[src/tpl_pkg.sv]
// Shared types and constants for the triangle point locator.
// No dependencies.
package tpl_pkg;

  localparam logic CMD_WRITE = 1'b0;
  localparam logic CMD_QUERY = 1'b1;

  localparam int CfgWidth = 7;
  localparam int IndexWidth = 6;

endpackage

[src/tpl_front.sv]
// Front end: accepts items and queues them for the scan engine.
// Depends on tpl_pkg.
module tpl_front import tpl_pkg::*; #(
  parameter int ItemWidth = 8,
  parameter int Depth     = 2
) (
  input  logic                 clk_i,
  input  logic                 rst_ni,
  input  logic                 in_valid_i,
  output logic                 in_stall_o,
  input  logic [ItemWidth-1:0] in_item_i,
  output logic                 q_valid_o,
  input  logic                 q_pop_i,
  output logic [ItemWidth-1:0] q_item_o
);

  localparam int PtrW = (Depth > 1) ? $clog2(Depth) : 1;

  logic [ItemWidth-1:0] mem_q [Depth];
  logic [PtrW-1:0] wptr_q, rptr_q;
  logic [PtrW:0]   cnt_q;
  logic push, pop;

  assign in_stall_o = (cnt_q == (PtrW+1)'(Depth));
  assign push = in_valid_i && !in_stall_o;
  assign q_valid_o = (cnt_q != '0);
  assign pop = q_pop_i && q_valid_o;
  assign q_item_o = mem_q[rptr_q];

  always_ff @(posedge clk_i) begin
    if (push) mem_q[wptr_q] <= in_item_i;
  end

  always_ff @(posedge clk_i or negedge rst_ni) begin
    if (!rst_ni) begin
      wptr_q <= '0;
      rptr_q <= '0;
      cnt_q  <= '0;
    end else begin
      if (push) wptr_q <= (wptr_q == PtrW'(Depth-1)) ? '0 : wptr_q + 1'b1;
      if (pop)  rptr_q <= (rptr_q == PtrW'(Depth-1)) ? '0 : rptr_q + 1'b1;
      cnt_q <= cnt_q + (PtrW+1)'(push) - (PtrW+1)'(pop);
    end
  end

endmodule

[config.mk]
export PLATFORM = sky130hd
export DESIGN_NAME = tpl_front
export DESIGN_NICKNAME = d
export VERILOG_FILES = /design/src/tpl_pkg.sv /design/src/tpl_front.sv
export SDC_FILE = /design/constraint.sdc
export NUM_CORES = 1
export LEC_CHECK = 0
export BUFFER_PORTS_ARGS = -buffer_cell sky130_fd_sc_hd__buf_2
export CORE_MARGIN = 2
export CORE_UTILIZATION = 30
export CTS_CLUSTER_SIZE = 12
export DETAILED_ROUTE_END_ITERATION = 7
export SYNTH_ARGS = -nofsm -noshare
export SYNTH_HDL_FRONTEND = slang
export SYNTH_SLANG_ARGS = --single-unit
export TNS_END_PERCENT = 1
[constraint.sdc]
create_clock -name clk_i -period 2.1 [get_ports clk_i]
set_input_delay 0.21 -clock clk_i [delete_from_list [all_inputs] [get_ports clk_i]]
set_output_delay 0.21 -clock clk_i [all_outputs]
set_load 0.005 [all_outputs]
==> run_results.csv, run 1 <==
group,metric,value,unit
final_layout,fillCellCount,260,
worst_setup_path,setup.worst_path.class,"reg2reg",
clocking,cts_buffers,3,
detailed_routing,wl_per_cell,11.7,um
timing,rsz0062_at_grt,"false",
synthesis,synth-seq-cells,20,
place,portBuffers,21,
detailed_routing,num_vias,415,
power_and_ir_drop,ir_drop,0.00105,V
place,routabilityCongestion,0.585,
synthesis,syn_area_per_cell,18.2,um^2
grt,grt_max_degree,13,
synthesis,synth_mux_area_share,11.5,%
timing,hold_violations,0,
detailed_routing,viasPerCell,4.19,
grt,grt_use_total,8.57,%
synthesis,yosysSeqAreaShare,74.4,%
synthesis,synthesis.area,781,um^2
power_and_ir_drop,p_clk_share,23.2,%
timing,setup_violations,0,
detailed_routing,drt_pass1_iterations,4,
final_layout,postLayoutCoreUtil,39.9,%
status,status,"finished, final reports clean",
timing,whs,0.0938,ns
clocking,cts-resized-gates,0,
synthesis,netlist.area_leader.share,61.5,%
clocking,clk_path_buf_depth,2,
worst_setup_path,endpoint,"cnt_q[1]$_DFF_PN0_",
worst_setup_path,critPathCaptureType,"flip-flop",
clocking,cts.htree.levels,1,
synthesis,ys_warn_count,0,
power_and_ir_drop,switching_power,344,uW
floorplan,fp-row-count,18,
detailed_routing,drt-initial-drc-count,2,
final_layout,drive_gt1_share,52.2,%
timing,fin_crit,1.68,ns
floorplan,core-area,0.00248,mm^2
hold_path,hp-class,"in2reg",
synthesis,synth_largest_area_cell,"edfxtp_1",
timing,worst_pin_slew,0.399,ns
worst_setup_path,worstPathRequired,2.33,ns
timing,final.setup_skew,0.00833,ns
floorplan,fp.dieW,55.0,um
timing,final_max_slew_viol_count,0,
synthesis,synth_most_common_cell,"edfxtp_1",
detailed_routing,drtAntennaViolNets,0,
synthesis,syn_inst,43,
final_layout,syn_to_final_growth,26.6,%
worst_setup_path,rr_worst_depth,7,
clocking,clkSlewWorstSetupHoldPaths,0.11,ns
clocking,tritoncts,"done",
synthesis,yosys.area_share.simple,4.81,%
floorplan,die-area,0.00303,mm^2
clocking,cts.sinks,20,
grt,antenna_found_initial,0,
synthesis,synth_common_cells,"edfxtp_1, mux2_2, dfrtp_1",
timing,slew_headroom,73.4,%
timing,min_period_over_period,79.8,%
worst_setup_path,timing.rr.start,"cnt_q[1]$_DFF_PN0_",
detailed_routing,wirelength,1150,um
floorplan,start_util,31.5,%
grt,grt_pass1_vias,399,
floorplan,io_pins,22,
power_and_ir_drop,p_comb_share,29.6,%
synthesis,ys.flop_type,"edfxtp_1",
power_and_ir_drop,leakagePower,0.000407,uW
synthesis,synthArstFlopShare,20.0,%
flow_run,drv_cap,0,
timing,fmax,597,MHz
power_and_ir_drop,seq_power_share,47.3,%
final_layout,nets,84,
power_and_ir_drop,power_density,1340,mW/mm^2
worst_setup_path,cp.arrival,1.90,ns
power_and_ir_drop,power,1320,uW
floorplan,fp.dieH,55.0,um
clocking,root_buffer,"clkbuf_4",
clocking,clk_latency,0.30,ns
grt,grt_pass1_wl,1710,um
power_and_ir_drop,p_int,979,uW
worst_setup_path,startpoint,"cnt_q[1]$_DFF_PN0_",
grt,globalRouteOverflowTotal,0,
synthesis,synth_xor_area_share,4.49,%
synthesis,synth_edf_count,16,
synthesis,yosys-top-cells-area,"edfxtp_1, dfrtp_1, mux2_2",
synthesis,synth_compound_area_share,0,%
worst_setup_path,crit_fanout,3,
final_layout,n_antenna_cell,0,
synthesis,synth_top_family_by_area,"multiplexers",
worst_setup_path,critPathLaunchType,"flip-flop",
timing,tns,0,ns
synthesis,yosysUniqueCellTypes,14,
synthesis,synthAdderAreaFrac,3.21,%
worst_setup_path,reg2reg_slack,0.42,ns
synthesis,synth_fp_nets,57,
power_and_ir_drop,swShare,26.0,%
worst_setup_path,worstReg2RegEnd,"cnt_q[1]$_DFF_PN0_",
detailed_routing,route.detailed.drc,0,
place,post-dp-hpwl,847,um
## power groups by stage
stage | sequential, uW | combinational, uW | clock, uW
after floorplan | 593 | 294 | 0
after global placement | 635 | 395 | 0
after detailed placement | 638 | 401 | 0
after CTS | 629 | 402 | 319
after global routing | 638 | 437 | 340
final | 625 | 391 | 307
## worst max-delay path, stage by stage, from the launching register on
cell,delay (ns)
dfrtp_1,0.42
or2_4,0.26
and2_4,0.16
ha_1,0.26
inv_1,0.04
ha_1,0.18
xnor2_1,0.16
xnor2_1,0.13
## how the worst min path moves through the flow
stage / slack, ns / cells after the start / end / start
2_1_floorplan: -0.09 / 0 / cnt_q[0]$_DFF_PN0_ / rst_ni
3_3_place_gp: 0.02 / 1 / cnt_q[0]$_DFF_PN0_ / rst_ni
3_5_place_dp: 0.02 / 1 / cnt_q[0]$_DFF_PN0_ / rst_ni
4_1_cts: 0.08 / 1 / mem_q[1][5]$_DFFE_PP_ / in_item_i[5]
5_1_grt: 0.07 / 1 / mem_q[1][4]$_DFFE_PP_ / in_item_i[4]
6_report: 0.09 / 1 / mem_q[1][5]$_DFFE_PP_ / in_item_i[5]
## layout by cell type (no fill, tap or decap), drive strengths merged, types with 2 or more instances in the layout
cell    Yosys  final
buf         1     22
clkbuf      0      3
dfrtp       4      4
edfxtp     16     16
ha          2      2
inv         2      2
mux2        8      8
xnor2       3      3
## sequential cells by signal, indices dropped and copies added (netlist names)
register	count
mem_q	16
wptr_q	1
cnt_q	2
rptr_q	1
## through the flow
step,worst slack [ns],std cells,area (um^2)
6_report,0.425,99,988
5_1_grt,0.344,99,988
4_1_cts,0.405,99,988
3_5_place_dp,0.420,94,926
3_3_place_gp,0.459,94,926
2_1_floorplan,0.479,43,781
## layer usage
metal	global-route usage (%)	wire, um	part of all wire, %
met5	0	0	0
met4	1.22	0	0
met3	6.45	122	11
met2	14.1	570	49
met1	8.97	462	40
## cells by family (layout without fill, tap and decap cells)
| family | after synthesis | count (layout) |
|---|---|---|
| DFF | 20 | 20 |
| muxes | 8 | 8 |
| and+or+nand+nor | 6 | 6 |
| xor gates and xnor gates | 4 | 4 |
| buffers and inverters | 3 | 29 |
| adders and majority gates | 2 | 2 |
## cell type report
type	count	area [um^2]	area share (%)
timing repair buffer	23	123	12.4
tap	30	37.5	3.80
clock buffer	3	22.5	2.28
multi-input combinational	20	188	19.0
inverter	2	7.51	0.759
clock inverter	1	30.0	3.04
sequential	20	581	58.7
## timing repair
item                                    4_1_cts  5_1_grt
hold buffers                                  1        0
buffers inserted                              0        0
endpoints found under the hold margin         4        0
endpoints found under the setup margin        0        0
No activity file was read; power rests on OpenSTA's default activity.
==> inputs of run 2 (changes only) <==
==> constraint.sdc (replaced) <==
create_clock -name clk_i -period 1.7 [get_ports clk_i]
set_input_delay 0.17 -clock clk_i [delete_from_list [all_inputs] [get_ports clk_i]]
set_output_delay 0.17 -clock clk_i [all_outputs]
set_load 0.005 [all_outputs]
==> run 2 against run 1 <==
Combinational power increased by 53%. Setup slack got worse by 0.36 ns. Cell area is 2.9% higher. Worst hold slack worse by 0.029 ns. First-iteration DRC count stayed put. Sequential cell count is the same. Die area unchanged. Utilization increased by 1.2 points. Clock skew fell by 0.0046 ns. Critical path depth is the same. Largest cell class unchanged.
==> run_results.csv, run 2 (synthesis gave the netlist of run 1 again) <==
group,metric,value,unit
floorplan,fp-row-count,18,
grt,globalRouteOverflowTotal,0,
power_and_ir_drop,leakagePower,0.000416,uW
clocking,clk_latency,0.29,ns
power_and_ir_drop,ir_drop,0.000638,V
detailed_routing,wl_per_cell,12.0,um
grt,grt_pass1_vias,413,
final_layout,final_cell_mix,"buf_2, edfxtp_1, mux2_2, buf_4, dfrtp_1",
final_layout,layout_commonest_cell,"buf_2",
grt,grt_pass1_wl,1680,um
clocking,tritoncts,"done",
floorplan,die-area,0.00303,mm^2
detailed_routing,drt_pass1_iterations,4,
clocking,clkSlewWorstSetupHoldPaths,0.10,ns
final_layout,top_register,"mem_q",
detailed_routing,num_vias,435,
timing,worst_pin_slew,0.397,ns
final_layout,biggestRegsByFlops,"mem_q (16), cnt_q (2)",
clocking,cts.htree.levels,1,
timing,min_period_over_period,96.4,%
detailed_routing,drtAntennaViolNets,0,
worst_setup_path,critPathLaunchType,"flip-flop",
timing,hold_violations,0,
clocking,cts_buffers,3,
worst_setup_path,cp.arrival,1.85,ns
timing,final_max_slew_viol_count,0,
final_layout,stdcell_area,0.00102,mm^2
timing,slew_headroom,73.5,%
worst_setup_path,setup.worst_path.class,"reg2reg",
timing,tns,0,ns
timing,final.setup_skew,0.00369,ns
place,placed_area,941,um^2
timing,setup_violations,0,
hold_path,hp-class,"in2reg",
detailed_routing,drt-initial-drc-count,2,
timing,whs,0.0650,ns
floorplan,core-area,0.00248,mm^2
final_layout,nets,88,
worst_setup_path,worstPathRequired,1.91,ns
worst_setup_path,crit_fanout,3,
floorplan,fp.dieH,55.0,um
detailed_routing,wirelength,1240,um
flow_run,drv_cap,0,
place,portBuffers,21,
final_layout,n_antenna_cell,0,
power_and_ir_drop,power_density,1560,mW/mm^2
clocking,cts.sinks,20,
timing,fin_crit,1.64,ns
place,post-dp-hpwl,901,um
final_layout,syn_to_final_growth,30.3,%
grt,antenna_found_initial,0,
detailed_routing,route.detailed.drc,0,
timing,fmax,610,MHz
floorplan,start_util,31.5,%
final_layout,drive_gt1_share,58.9,%
clocking,clk_path_buf_depth,2,
power_and_ir_drop,power,1590,uW
place,routabilityCongestion,0.581,
final_layout,largest_reg_flops,16,
grt,grt_use_total,8.68,%
floorplan,io_pins,22,
floorplan,fp.dieW,55.0,um
clocking,root_buffer,"clkbuf_4",
grt,grt_max_degree,12,
detailed_routing,viasPerCell,4.22,
status,status,"finished, final reports clean",
worst_setup_path,critPathCaptureType,"flip-flop",
## run 2: routing by layer
layer	vias up	part of all wire, %	track usage (%)
met1	207	42	9.97
met5	-	0	0
met3	0	6.5	3.23
met4	0	0	6.10
met2	14	51	13.3
li1	214	-	-
## run 2: report_power, final
| group | internal, uW | leakage, uW | total, uW | switching, uW |
|---|---|---|---|---|
| registers | 685 | 0.000195 | 772 | 87.0 |
| clock network | 91.1 | 0.0000150 | 220 | 129 |
| logic | 358 | 0.000206 | 597 | 239 |
## run 2: area by class of cell
cell class	instances	area, um^2
Timing Repair Buffer	27	153
Sequential cell	20	581
Fill cell	264	1460
Inverter	2	7.51
Tap cell	30	37.5
Clock buffer	4	26.3
Multi-Input combinational cell	20	213
## run 2: path summary, 6_finish.rpt
check	start	endpoint	slack, ns	depth (start not counted)
max	cnt_q[0]$_DFF_PN0_	cnt_q[1]$_DFF_PN0_	0.06	7
min	in_item_i[0]	mem_q[0][0]$_DFFE_PP_	0.06	1
min reg2reg	wptr_q$_DFFE_PN0P_	wptr_q$_DFFE_PN0P_	0.51	1
max reg2reg	cnt_q[0]$_DFF_PN0_	cnt_q[1]$_DFF_PN0_	0.06	7
min in group asynchronous	rst_ni	wptr_q$_DFFE_PN0P_	0.20	2
max in group asynchronous	rst_ni	rptr_q$_DFFE_PN0P_	1.37	2
## run 2: what timing repair did
| action | in CTS | in global routing |
|---|---|---|
| hold endpoints to repair | 4 | 0 |
| setup buffers | 0 | 2 |
| resized for setup | 0 | 4 |
| endpoints found under the setup margin | 0 | 1 |
| hold buffers | 1 | 0 |
## run 2: worst max-delay path: stages (launching register included)
cell and delay [ns]:
dfrtp_1 0.40, or2_4 0.25, and2_4 0.15, ha_4 0.25
inv_1 0.03, ha_2 0.18, xnor2_2 0.17, xnor2_1 0.13
## run 2: stage by stage
step,instances,setup slack (ns),utilization [%]
2_1_floorplan,43,0.0785,-
3_5_place_dp,96,0.0658,38.0
4_1_cts,101,0.0339,39.4
3_3_place_gp,96,0.0807,38.0
6_report,103,0.0607,41.1
5_1_grt,103,-0.0138,41.1
==> inputs of run 3 (changes only) <==
--- a/config.mk
+++ b/config.mk
@@ -10,6 +10,7 @@
 export CORE_UTILIZATION = 30
 export CTS_CLUSTER_SIZE = 12
 export DETAILED_ROUTE_END_ITERATION = 7
+export GPL_TIMING_DRIVEN = 0
 export SYNTH_ARGS = -nofsm -noshare
 export SYNTH_HDL_FRONTEND = slang
 export SYNTH_SLANG_ARGS = --single-unit
==> constraint.sdc (replaced) <==
create_clock -name clk_i -period 1.65 [get_ports clk_i]
set_input_delay 0.165 -clock clk_i [delete_from_list [all_inputs] [get_ports clk_i]]
set_output_delay 0.165 -clock clk_i [all_outputs]
set_load 0.005 [all_outputs]
==> run 3 against run 2 <==
Total power increased by 13%. Clock-buffer cell count decreased by 1. Critical path depth unchanged. Utilization increased by 0.76 points. Combinational power increased by 8.9%. Setup slack got worse by 0.011 ns. Maximum frequency increased by 2.4%. Highest routed layer unchanged. Sequential share of layout area decreased by 1.0 points. First-iteration DRC count increased by 50%.
==> run_results.csv, run 3 (synthesis gave the netlist of run 1 again) <==
group,metric,value,unit
final_layout,largest_reg_flops,16,
worst_setup_path,worstPathRequired,1.84,ns
timing,fin_ws,0.0496,ns
worst_setup_path,critPathCaptureType,"flip-flop",
final_layout,biggestRegsByFlops,"mem_q (16), cnt_q (2)",
final_layout,n_antenna_cell,0,
power_and_ir_drop,ir_drop,0.000907,V
floorplan,core-area,0.00248,mm^2
detailed_routing,wl_per_cell,11.8,um
worst_setup_path,setup.worst_path.class,"reg2reg",
clocking,clkSlewWorstSetupHoldPaths,0.11,ns
timing,final.setup_skew,0.00567,ns
place,placed_area,923,um^2
final_layout,syn_to_final_growth,32.7,%
timing,setup_violations,0,
floorplan,fp.dieH,55.0,um
place,post-dp-hpwl,869,um
place,numPlacedInstances,94,
clocking,tritoncts,"done",
floorplan,start_util,31.5,%
grt,antenna_found_initial,0,
final_layout,fin_cells,101,
final_layout,nets,86,
final_layout,top_register,"mem_q",
final_layout,postLayoutCoreUtil,41.8,%
final_layout,multi_input_area,223,um^2
grt,grt_use_total,8.58,%
floorplan,fp-row-count,18,
floorplan,io_pins,22,
clocking,root_buffer,"clkbuf_4",
clocking,cts.sinks,20,
worst_setup_path,crit_fanout,3,
grt,globalRouteOverflowTotal,0,
final_layout,layout_commonest_cell,"buf_2",
timing,rsz0062_at_grt,"true",
clocking,cts.htree.levels,1,
clocking,cts_buffers,3,
timing,min_period_over_period,97.0,%
final_layout,regArea,581,um^2
worst_setup_path,cp.arrival,1.79,ns
clocking,clk_latency,0.29,ns
timing,worst_pin_slew,0.433,ns
power_and_ir_drop,power_density,1730,mW/mm^2
timing,slew_headroom,71.1,%
detailed_routing,drtAntennaViolNets,0,
timing,fmax,625,MHz
final_layout,fillCellCount,247,
timing,fin_crit,1.60,ns
clocking,clk_path_buf_depth,2,
place,portBuffers,21,
detailed_routing,wirelength,1190,um
timing,final_max_slew_viol_count,0,
worst_setup_path,critPathLaunchType,"flip-flop",
final_layout,drive_gt1_share,60.6,%
timing,hold_violations,0,
detailed_routing,drt-initial-drc-count,3,
status,status,"finished, final reports clean",
grt,grt_max_degree,13,
final_layout,stdcell_area,0.00104,mm^2
hold_path,hp-class,"in2reg",
floorplan,fp.dieW,55.0,um
power_and_ir_drop,leakagePower,0.000418,uW
grt,grt_pass1_vias,392,
detailed_routing,num_vias,420,
detailed_routing,viasPerCell,4.16,
flow_run,drv_cap,0,
timing,tns,0,ns
place,place_ws,-0.0240,ns
floorplan,die-area,0.00303,mm^2
detailed_routing,drt_pass1_iterations,3,
place,routabilityCongestion,0.557,
detailed_routing,route.detailed.drc,0,
grt,grt_pass1_wl,1750,um
final_layout,final_cell_mix,"buf_2, edfxtp_1, mux2_2, dfrtp_1, clkbuf_4",
-- run 3: timing repair --
item,in CTS,in global routing
hold endpoints to repair,4,0
hold buffers,1,0
pin swaps,5,2
resized for setup,2,4
setup endpoints to repair,1,9
setup buffers,2,0
-- run 3: critical path, cell delays in order, from the launching register on --
cell	delay (ns)
dfrtp_1	0.43
or2_4	0.24
and2_4	0.15
ha_4	0.26
inv_2	0.03
ha_4	0.15
xnor2_2	0.13
xnor2_1	0.12
-- run 3: final timing paths --
path / from / endpoint / slack (ns) / depth (start not counted)
worst max-delay path: cnt_q[1]$_DFF_PN0_ / cnt_q[1]$_DFF_PN0_ / 0.05 / 7
worst min-delay path: in_item_i[3] / mem_q[1][3]$_DFFE_PP_ / 0.06 / 1
worst max register to register: cnt_q[1]$_DFF_PN0_ / cnt_q[1]$_DFF_PN0_ / 0.05 / 7
worst min register to register: wptr_q$_DFFE_PN0P_ / wptr_q$_DFFE_PN0P_ / 0.53 / 1
max in group asynchronous: rst_ni / cnt_q[0]$_DFF_PN0_ / 1.33 / 2
min in group asynchronous: rst_ni / wptr_q$_DFFE_PN0P_ / 0.19 / 2
-- run 3: layout make-up --
| class | instances | area share, % |
|---|---|---|
| inverter | 2 | 0.725 |
| tap | 30 | 3.62 |
| clock buffer | 3 | 2.17 |
| buffer | 1 | 0.483 |
| timing repair buffer | 24 | 12.6 |
| sequential | 20 | 56.0 |
| clock inverter | 1 | 2.90 |
| multi-input combinational | 20 | 21.5 |
-- run 3: metrics by stage --
step / hold WS (ns) / total power (uW)
CTS: 0.0504 / 1780
finish: 0.0572 / 1800
detailed placement: -0.0213 / 1320
global route: 0.0350 / 1930
floorplan: -0.131 / 1130
global placement: -0.0231 / 1310
-- run 3: per-layer routing --
metal	track usage, %	wire, um
met1	11.2	505
met2	13.9	608
met3	2.42	74
met4	2.44	0
met5	0	0
-- run 3: report_power, final --
part / switching, uW / internal (uW) / total, uW / leakage (uW)
logic: 285 / 366 / 650 / 0.000195
registers: 52.5 / 706 / 759 / 0.000195
clock network: 142 / 245 / 387 / 0.0000279
